File: config.mk
export PLATFORM = sky130hd
export DESIGN_NAME = weighted_mean_square_error
export DESIGN_NICKNAME = d
export VERILOG_FILES = /design/src/wmse_pkg.sv /design/src/wmse_front.sv /design/src/wmse_fifo.sv /design/src/wmse_div.sv /design/src/weighted_mean_square_error.sv
export VERILOG_INCLUDE_DIRS = /design/src /design/src/src
export SDC_FILE = /design/constraint.sdc
export NUM_CORES = 2
export LEC_CHECK = 0
export BUFFER_PORTS_ARGS = -buffer_cell sky130_fd_sc_hd__buf_2
export CAP_MARGIN = 20
export CORE_MARGIN = 2
export CORE_UTILIZATION = 50
export DETAILED_ROUTE_END_ITERATION = 8
export PLACE_DENSITY_LB_ADDON = 0.05
export SLEW_MARGIN = 20
export SYNTH_ARGS = -nofsm -noshare
export SYNTH_HDL_FRONTEND = slang
export SYNTH_SLANG_ARGS = --single-unit
File: constraint.sdc
create_clock -name clk -period 5.6 [get_ports clk]
set_input_delay 0.56 -clock clk [delete_from_list [all_inputs] [get_ports clk]]
set_output_delay 0.56 -clock clk [all_outputs]
set_load 0.02 [all_outputs]
File: src/weighted_mean_square_error_defines.svh
// ----------------------------------------------------------------------------
// Weighted MSE assertion macros
// Shared concurrent assertion helpers for the weighted MSE block.
// ----------------------------------------------------------------------------
`ifndef WEIGHTED_MEAN_SQUARE_ERROR_DEFINES_SVH
`define WEIGHTED_MEAN_SQUARE_ERROR_DEFINES_SVH

// Check that cond implies prop in the same cycle.
`define WMSE_ASSERT_IMPL(label, clk, rst_n, cond, prop) \
	label: assert property (@(posedge clk) disable iff (!rst_n) (cond) |-> (prop)) \
		else $error("weighted MSE check failed");

// Check that cond implies prop in the following cycle.
`define WMSE_ASSERT_NEXT(label, clk, rst_n, cond, prop) \
	label: assert property (@(posedge clk) disable iff (!rst_n) (cond) |=> (prop)) \
		else $error("weighted MSE check failed");

`endif

File: src/wmse_pkg.sv
// ----------------------------------------------------------------------------
// Weighted MSE package
// Widths, limits and shared types of the weighted MSE block.
// ----------------------------------------------------------------------------
`default_nettype none

package wmse_pkg;

	localparam int MAX_PIXELS_LOG2 = 23;

	localparam int PIX_W    = 8;
	localparam int WEIGHT_W = 16;
	localparam int DSQ_W    = 2 * PIX_W;
	localparam int TERM_W   = DSQ_W + WEIGHT_W;
	localparam int SQ_SUM_W = 32 + MAX_PIXELS_LOG2;
	localparam int W_SUM_W  = WEIGHT_W + MAX_PIXELS_LOG2;

	localparam int FRAC_W     = 8;
	localparam int DIVIDEND_W = SQ_SUM_W + FRAC_W;
	localparam int DIV_CNT_W  = $clog2(DIVIDEND_W);

	localparam int               MSE_W   = 24;
	localparam logic [MSE_W-1:0] MSE_MAX = 24'd16646400;

	localparam int FIFO_DEPTH = 4;
	localparam int FIFO_AW    = $clog2(FIFO_DEPTH);

	typedef struct packed {
		logic [SQ_SUM_W-1:0] sq_sum;
		logic [W_SUM_W-1:0]  w_sum;
	} frame_sums_t;

	typedef struct packed {
		logic full;
		logic empty;
	} fifo_status_t;

	typedef enum logic [1:0] {
		DIV_IDLE,
		DIV_RUN,
		DIV_DELIVER
	} div_state_t;

endpackage

`default_nettype wire

File: src/wmse_front.sv
// ----------------------------------------------------------------------------
// Weighted MSE front end
// Squares pixel differences, weights them and accumulates frame sums.
// ----------------------------------------------------------------------------
`default_nettype none

module wmse_front (
	input  wire                              clk,
	input  wire                              arst_n,
	input  wire                              in_valid,
	output logic                             in_ready,
	input  wire  [wmse_pkg::PIX_W-1:0]       ref_pixel,
	input  wire  [wmse_pkg::PIX_W-1:0]       test_pixel,
	input  wire  [wmse_pkg::WEIGHT_W-1:0]    weight,
	input  wire                              last_pixel,
	input  wire  wmse_pkg::fifo_status_t     fifo_status,
	output logic                             push,
	output wmse_pkg::frame_sums_t            push_sums
);
	import wmse_pkg::*;

	logic                adv;
	logic [PIX_W-1:0]    diff;
	logic                s1_valid_s1, s1_last_s1;
	logic [DSQ_W-1:0]    dsq_s1;
	logic [WEIGHT_W-1:0] w_s1;
	logic                s2_valid_s2, s2_last_s2;
	logic [TERM_W-1:0]   term_s2;
	logic [WEIGHT_W-1:0] w_s2;
	logic [SQ_SUM_W-1:0] sq_sum_q;
	logic [W_SUM_W-1:0]  w_sum_q;
	logic [SQ_SUM_W:0]   sq_ext;
	logic [W_SUM_W:0]    w_ext;
	logic [SQ_SUM_W-1:0] sq_next;
	logic [W_SUM_W-1:0]  w_next;

	// Hold the whole pipe while a finished frame waits for queue space.
	assign adv      = !(s2_valid_s2 && s2_last_s2 && fifo_status.full);
	assign in_ready = adv;

	assign diff = (ref_pixel >= test_pixel) ? (ref_pixel - test_pixel)
	                                        : (test_pixel - ref_pixel);

	always_ff @(posedge clk or negedge arst_n) begin
		if (!arst_n) begin
			s1_valid_s1 <= 1'b0;
			s2_valid_s2 <= 1'b0;
		end else if (adv) begin
			s1_valid_s1 <= in_valid;
			s2_valid_s2 <= s1_valid_s1;
		end
	end

	always_ff @(posedge clk) begin
		if (adv) begin
			dsq_s1     <= DSQ_W'(diff) * DSQ_W'(diff);
			w_s1       <= weight;
			s1_last_s1 <= last_pixel;
			term_s2    <= TERM_W'(dsq_s1) * TERM_W'(w_s1);
			w_s2       <= w_s1;
			s2_last_s2 <= s1_last_s1;
		end
	end

	// Saturating accumulate: a carry out pins the sum at all ones.
	assign sq_ext  = {1'b0, sq_sum_q} + (SQ_SUM_W+1)'(term_s2);
	assign w_ext   = {1'b0, w_sum_q} + (W_SUM_W+1)'(w_s2);
	assign sq_next = sq_ext[SQ_SUM_W] ? {SQ_SUM_W{1'b1}} : sq_ext[SQ_SUM_W-1:0];
	assign w_next  = w_ext[W_SUM_W] ? {W_SUM_W{1'b1}} : w_ext[W_SUM_W-1:0];

	always_ff @(posedge clk or negedge arst_n) begin
		if (!arst_n) begin
			sq_sum_q <= '0;
			w_sum_q  <= '0;
		end else if (adv && s2_valid_s2) begin
			if (s2_last_s2) begin
				sq_sum_q <= '0;
				w_sum_q  <= '0;
			end else begin
				sq_sum_q <= sq_next;
				w_sum_q  <= w_next;
			end
		end
	end

	assign push             = adv && s2_valid_s2 && s2_last_s2;
	assign push_sums.sq_sum = sq_next;
	assign push_sums.w_sum  = w_next;

endmodule

`default_nettype wire

File: src/wmse_fifo.sv
// ----------------------------------------------------------------------------
// Weighted MSE frame queue
// Short queue of finished frame sums between front end and divider.
// ----------------------------------------------------------------------------
`default_nettype none

module wmse_fifo (
	input  wire                              clk,
	input  wire                              arst_n,
	input  wire                              push,
	input  wire  wmse_pkg::frame_sums_t      push_sums,
	input  wire                              pop,
	output wmse_pkg::frame_sums_t            head,
	output wmse_pkg::fifo_status_t           status
);
	import wmse_pkg::*;

	frame_sums_t        entry_q [FIFO_DEPTH];
	logic [FIFO_AW-1:0] wr_ptr_q, rd_ptr_q;
	logic [FIFO_AW:0]   count_q;
	logic               do_push, do_pop;

	assign status.full  = (count_q == (FIFO_AW+1)'(FIFO_DEPTH));
	assign status.empty = (count_q == '0);
	assign do_push      = push && !status.full;
	assign do_pop       = pop && !status.empty;
	assign head         = entry_q[rd_ptr_q];

	always_ff @(posedge clk) begin
		if (do_push) begin
			entry_q[wr_ptr_q] <= push_sums;
		end
	end

	always_ff @(posedge clk or negedge arst_n) begin
		if (!arst_n) begin
			wr_ptr_q <= '0;
			rd_ptr_q <= '0;
			count_q  <= '0;
		end else begin
			if (do_push) begin
				wr_ptr_q <= wr_ptr_q + 1'b1;
			end
			if (do_pop) begin
				rd_ptr_q <= rd_ptr_q + 1'b1;
			end
			if (do_push && !do_pop) begin
				count_q <= count_q + 1'b1;
			end else if (do_pop && !do_push) begin
				count_q <= count_q - 1'b1;
			end
		end
	end

endmodule

`default_nettype wire

File: src/wmse_div.sv
// ----------------------------------------------------------------------------
// Weighted MSE divider
// Bit-serial quotient of frame sums in Q16.8 with saturation and output register.
// ----------------------------------------------------------------------------
`default_nettype none

module wmse_div (
	input  wire                              clk,
	input  wire                              arst_n,
	input  wire  wmse_pkg::frame_sums_t      head,
	input  wire  wmse_pkg::fifo_status_t     fifo_status,
	output logic                             pop,
	output logic                             out_valid,
	input  wire                              out_ready,
	output logic [wmse_pkg::MSE_W-1:0]       mean_sq_error,
	output logic                             zero_weight
);
	import wmse_pkg::*;

	div_state_t            state_q, state_d;
	logic [DIVIDEND_W-1:0] num_q;
	logic [W_SUM_W-1:0]    den_q;
	logic [W_SUM_W-1:0]    rem_q;
	logic [DIVIDEND_W-1:0] quo_q;
	logic [DIV_CNT_W-1:0]  cnt_q;
	logic                  zero_q;
	logic [W_SUM_W:0]      shifted;
	logic                  ge;
	logic [W_SUM_W-1:0]    sub;
	logic                  out_free, step, load_out, last_step;
	logic [MSE_W-1:0]      result;

	assign shifted   = {rem_q, num_q[DIVIDEND_W-1]};
	assign ge        = (shifted >= {1'b0, den_q});
	// When ge holds the difference is below den_q, so the low bits suffice.
	assign sub       = shifted[W_SUM_W-1:0] - den_q;
	assign out_free  = !out_valid || out_ready;
	assign last_step = (cnt_q == DIV_CNT_W'(DIVIDEND_W - 1));
	assign result    = zero_q ? '0 :
	                   (quo_q > DIVIDEND_W'(MSE_MAX)) ? MSE_MAX : quo_q[MSE_W-1:0];

	always_comb begin
		state_d = state_q;
		unique case (state_q)
			DIV_IDLE: begin
				if (!fifo_status.empty) begin
					state_d = (head.w_sum == '0) ? DIV_DELIVER : DIV_RUN;
				end
			end
			DIV_RUN: begin
				if (last_step) begin
					state_d = DIV_DELIVER;
				end
			end
			DIV_DELIVER: begin
				if (out_free) begin
					state_d = DIV_IDLE;
				end
			end
			default: state_d = DIV_IDLE;
		endcase
	end

	always_comb begin
		pop      = 1'b0;
		step     = 1'b0;
		load_out = 1'b0;
		unique case (state_q)
			DIV_IDLE:    pop      = !fifo_status.empty;
			DIV_RUN:     step     = 1'b1;
			DIV_DELIVER: load_out = out_free;
			default:     pop      = 1'b0;
		endcase
	end

	always_ff @(posedge clk or negedge arst_n) begin
		if (!arst_n) begin
			state_q   <= DIV_IDLE;
			out_valid <= 1'b0;
		end else begin
			state_q <= state_d;
			if (load_out) begin
				out_valid <= 1'b1;
			end else if (out_ready) begin
				out_valid <= 1'b0;
			end
		end
	end

	always_ff @(posedge clk) begin
		if (pop) begin
			num_q  <= {head.sq_sum, FRAC_W'(0)};
			den_q  <= head.w_sum;
			rem_q  <= '0;
			quo_q  <= '0;
			cnt_q  <= '0;
			zero_q <= (head.w_sum == '0);
		end else if (step) begin
			num_q <= {num_q[DIVIDEND_W-2:0], 1'b0};
			rem_q <= ge ? sub : shifted[W_SUM_W-1:0];
			quo_q <= {quo_q[DIVIDEND_W-2:0], ge};
			cnt_q <= cnt_q + 1'b1;
		end
		if (load_out) begin
			mean_sq_error <= result;
			zero_weight   <= zero_q;
		end
	end

endmodule

`default_nettype wire

File: src/weighted_mean_square_error.sv
// ----------------------------------------------------------------------------
// Weighted mean squared error
// Pixels: one transfer per cycle while s_tready is high; a last pixel passes stage
// registers s1 and s2 into the frame queue. A frame with a nonzero weight sum gets
// bit-serial division (one quotient bit per cycle, 55-bit sum plus 8 fraction bits);
// the divider takes a frame only after loading the previous result, so short frames
// throttle the input once the queue fills. arst_n clears sums, queue and output.
// ----------------------------------------------------------------------------
`default_nettype none
`include "weighted_mean_square_error_defines.svh"

module weighted_mean_square_error (
	input  wire         clk,
	input  wire         arst_n,
	// Pixel stream in
	input  wire         s_tvalid,
	output logic        s_tready,
	input  wire  [31:0] s_tdata,   // ref_pixel[7:0], test_pixel[15:8], weight[31:16]
	input  wire         s_tlast,   // last_pixel
	// Frame result out
	output logic        m_tvalid,
	input  wire         m_tready,
	output logic [23:0] m_tdata,   // mean_sq_error[23:0]
	output logic        m_tuser    // zero_weight
);
	import wmse_pkg::*;

	fifo_status_t fifo_status;
	frame_sums_t  push_sums, head;
	logic         push, pop;

	// Front end: square, weight and accumulate; stall only on a full queue.
	wmse_front u_front (
		.clk         (clk),
		.arst_n      (arst_n),
		.in_valid    (s_tvalid),
		.in_ready    (s_tready),
		.ref_pixel   (s_tdata[7:0]),
		.test_pixel  (s_tdata[15:8]),
		.weight      (s_tdata[31:16]),
		.last_pixel  (s_tlast),
		.fifo_status (fifo_status),
		.push        (push),
		.push_sums   (push_sums)
	);

	// Queue of completed frame sums; decouples pixel intake from division.
	wmse_fifo u_fifo (
		.clk       (clk),
		.arst_n    (arst_n),
		.push      (push),
		.push_sums (push_sums),
		.pop       (pop),
		.head      (head),
		.status    (fifo_status)
	);

	// Back end: divide, saturate and hold the result until the transfer.
	wmse_div u_div (
		.clk           (clk),
		.arst_n        (arst_n),
		.head          (head),
		.fifo_status   (fifo_status),
		.pop           (pop),
		.out_valid     (m_tvalid),
		.out_ready     (m_tready),
		.mean_sq_error (m_tdata),
		.zero_weight   (m_tuser)
	);

	// A zero-weight frame always reports a zero mean.
	`WMSE_ASSERT_IMPL(a_zero_flag_data, clk, arst_n, m_tvalid && m_tuser, m_tdata == '0)
	// The result never exceeds the saturation limit.
	`WMSE_ASSERT_IMPL(a_result_limit, clk, arst_n, m_tvalid, m_tdata <= MSE_MAX)
	// Input stalls only because the frame queue is full.
	`WMSE_ASSERT_IMPL(a_stall_cause, clk, arst_n, !s_tready, fifo_status.full)
	// A pop empties the queue head into the divider, never from an empty queue.
	`WMSE_ASSERT_IMPL(a_pop_nonempty, clk, arst_n, pop, !fifo_status.empty)

endmodule

`default_nettype wire
==> key figures <==
Worst hold path
  • HP Class: input pin to flop
  • Hold path depth: 1
  • Hold Path End: u_front.w_s1[14]$_DFFE_PN_
  • Hold Crit Start: s_tdata[30]

Clock network
  • Clk Tree Root Cell: clkbuf_16
  • H-Tree Depth: 3
  • Max clock buf depth: 3
  • CTS sink cnt: 791
  • Cts bufs inserted: 86
  • CTS tree: yes
  • CTS clock-pin slew for the worst setup and hold paths: 0.06 ns
  • Clk_lat worst skew: 0.64 ns

GRT
  • Number of global-route vias before repair: 29787
  • Tot GR Track Use: 0.216
  • Global route total overflow: 0
  • Largest net degree at the start of global routing: 174
  • First-pass GRT wire length: 162000 um
  • Initial antenna violation count: 1

Synth
  • Post-synth ARST share: 0.134
  • Synth area leader: edfxtp_1
  • Synth top area share: 0.384
  • EDFF count, synth: 577
  • Most numerous cell in the Yosys netlist: nand2_1
  • Synth Register Bits: 791
  • Yosys warning count: 0
  • Main flop type after synthesis: edfxtp_1
  • Netlist cell types: 76
  • Synth cell count leaders: nand2_1 (627), edfxtp_1 (577), inv_1 (374)
  • Syn_area_per_cell: 11.5 um2
  • Sequential area share after synthesis: 0.490
  • Largest cells by area after synthesis: edfxtp_1 (38%), fa_1 (9.6%), ha_1 (6.8%)
  • Syn Inst Count: 3939
  • Syn Std Cell Area: 45100 um2

Critical path
  • Crit-path slowest cell: fa_1
  • Critical Path End Type: flop
  • Critical R2R Launch: u_front.w_s1[4]$_DFFE_PN_
  • Critical Path Fanout Max: 8
  • Critical Path Most Common Cell: fa_1
  • CP top delay family: adder cells
  • CP bufs+invs: 4
  • Arrival time at the worst endpoint: 6.52 ns
  • CP Cell Sequence: and2_4, fa_1, inv_2, fa_1, fa_2, fa_1, inv_1, fa_1, inv_2, fa_1, inv_2, ha_4, nand4_1, a21oi_2, nand2_2, a2111o_1, a21boi_2, o21ai_2, a31oi_4, a211o_1, a21oi_2, xnor2_1
  • Worst Reg2Reg Path Length in Cells: 22
  • Crit Path Class: flop to flop
  • Critical path's largest stage delay: 0.56 ns
  • Worst reg-to-reg setup slack: -0.54 ns
  • Crit path launch type: flop
  • Worst path required time: 5.98 ns
  • R2r endpoint: u_front.term_s2[31]$_DFFE_PN_

Detailed routing
  • Via density: 5.39
  • 1st-pass router iterations: 5
  • Number of nets still failing antenna checks after routing: 0
  • Total number of vias: 29341
  • Routed WL: 99100 um
  • WL per Instance: 18.2 um
  • Drt drc: 0
  • Iter 0 DRT Violations: 1821

Floorplan
  • Die X-Extent: 304 um
  • I/O pin count: 64
  • Die area: 92700 um2
  • Core area: 89700 um2
  • Die Ht: 304 um
  • Effective utilization at floorplan: 0.503
  • Cell Rows: 110

Timing
  • RSZ-0062 raised after global routing: true
  • Fin crit period: 6.14 ns
  • Period utilization: 1.10
  • Worst-Margin Slew: 1.07 ns
  • Clock skew: 0.0297 ns
  • Final Max Slew Viols: 0
  • Hold Fails Final Rpt: 0
  • Final setup margin: -0.539 ns
  • Worst slew margin: 0.290
  • FMAX: 163 MHz
  • # setup viols final: 17

Finish
  • Number of nets in the layout: 4688
  • Share of cells above drive strength 1: 0.177
  • Layout area overhead: 15.8%
  • Post-route cell area: 52300 um2
  • Ant. Diodes: 0

Outcome
  • Failing checks: negative setup slack
  • Status: finished with violations

Flow run
  • Max cap viols: 0

Place
  • Post-DP HPWL: 69400 um
  • GPL Wtd Cong: 0.840
  • Number of port buffers: 63
  • Post-DP Area: 48600 um2
## worst register-to-register path, stage by stage, from the launching register on
cell and delay, ns:
edfxtp_1 0.54, and2_4 0.21, fa_1 0.56, inv_2 0.05, fa_1 0.52, fa_2 0.45, fa_1 0.52, inv_1 0.05
fa_1 0.48, inv_2 0.04, fa_1 0.51, inv_2 0.05, ha_4 0.27, nand4_1 0.11, a21oi_2 0.13, nand2_2 0.09
a2111o_1 0.41, a21boi_2 0.22, o21ai_2 0.12, a31oi_4 0.24, a211o_1 0.17, a21oi_2 0.05, xnor2_1 0.11
## metrics by stage
stage	setup TNS, ns	utilization	worst slack [ns]	cells	hold WS, ns
after global routing	-9.54	0.583	-0.776	5440	0.0527
after global placement	-10.74	0.541	-0.980	5233	0.403
after detailed placement	-11.71	0.541	-1.11	5233	0.415
final	-5.05	0.583	-0.539	5440	0.0924
after CTS	-4.60	0.579	-0.513	5428	0.0479
after floorplan	-2.96	-	-0.646	3945	0.264
## layout make-up
| cell class | count | area [um2] |
|---|---|---|
| inverter | 375 | 1430 |
| timing repair buffer | 333 | 2580 |
| multi-input combinational | 2603 | 21700 |
| fill | 7487 | 37500 |
| tap | 1176 | 1470 |
| clock inverter | 57 | 679 |
| sequential | 791 | 22100 |
| clock buffer | 105 | 2310 |
## worst max-delay path by stage
stage	start	slack [ns]	depth (start not counted)	to
floorplan	s_tdata[0]	-0.65	32	u_front.dsq_s1[13]$_DFFE_PN_
global placement	s_tdata[0]	-0.98	34	u_front.dsq_s1[13]$_DFFE_PN_
detailed placement	s_tdata[0]	-1.11	34	u_front.dsq_s1[15]$_DFFE_PN_
CTS	u_front.w_s1[4]$_DFFE_PN_	-0.51	22	u_front.term_s2[30]$_DFFE_PN_
global route	u_front.w_s1[4]$_DFFE_PN_	-0.78	22	u_front.term_s2[29]$_DFFE_PN_
finish	u_front.w_s1[4]$_DFFE_PN_	-0.54	22	u_front.term_s2[31]$_DFFE_PN_
## cell families (layout without fill, tap and decap cells)
| group | after synthesis | in the layout | share of synthesized area |
|---|---|---|---|
| AND/OR/NAND/NOR | 1191 | 1191 | 0.120 |
| flip-flops | 791 | 791 | 0.490 |
| AO/OA/AOI/OAI | 654 | 654 | 0.0927 |
| buffers and inverters | 551 | 870 | 0.0466 |
| adder cells (fa/ha/maj) | 461 | 461 | 0.164 |
| XOR/XNOR | 162 | 162 | 0.0314 |
| multiplexers | 127 | 127 | 0.0544 |
| other | 2 | 8 | 0.000166 |
## cell usage in the layout (no fill, tap or decap), drive strengths merged, types with 24 or more instances in the layout
cell type | netlist | final
nand2b | 26 | 26
nor3 | 33 | 33
nor2 | 149 | 149
edfxtp | 577 | 577
clkbuf | 139 | 105
a31oi | 27 | 27
o21ai | 199 | 199
xor2 | 71 | 71
fa | 217 | 217
inv | 375 | 380
nand3 | 55 | 55
nand4 | 39 | 39
and3 | 30 | 30
ha | 244 | 244
dfrtp | 106 | 106
xnor2 | 91 | 91
nand2 | 627 | 627
mux4 | 94 | 94
mux2i | 28 | 28
a21oi | 153 | 153
dfxtp | 108 | 108
buf | 37 | 332
a21o | 66 | 66
and2 | 148 | 148
a22o | 67 | 67
clkinv | 0 | 33
nor4 | 24 | 24
## sequential cells by signal (all words and copies together) (netlist names), 3 cells and up
signal / count
u_div.mean_sq_error: 24
u_front.term_s2: 32
u_fifo.count_q: 3
u_front.sq_sum_q: 55
u_fifo.entry_q: 376
u_front.w_s1: 16
u_div.num_q: 55
u_div.den_q: 39
u_front.w_sum_q: 39
u_div.rem_q: 39
u_div.quo_q: 63
u_front.dsq_s1: 15
u_front.w_s2: 16
u_div.cnt_q: 6
## routing by layer
metal | vias to the layer above | routed length [um] | GRT usage
met5 | - | 0 | 0
met4 | 0 | 1520 | 0.0463
met3 | 104 | 3510 | 0.0269
met2 | 458 | 45900 | 0.345
met1 | 14549 | 48200 | 0.318
li1 | 14230 | - | -
## repair_timing
action,CTS,global route
buffers inserted,34,18
endpoints found under the setup margin,20,25
endpoints found under the hold margin,11,0
hold buffers,1,0
gates cloned,0,0
gates resized for setup,45,62
pin swaps,55,50
Power is left out: the tool's default activity adds up to more than one toggle a clock period on the data nets, which glitch-free logic cannot reach.
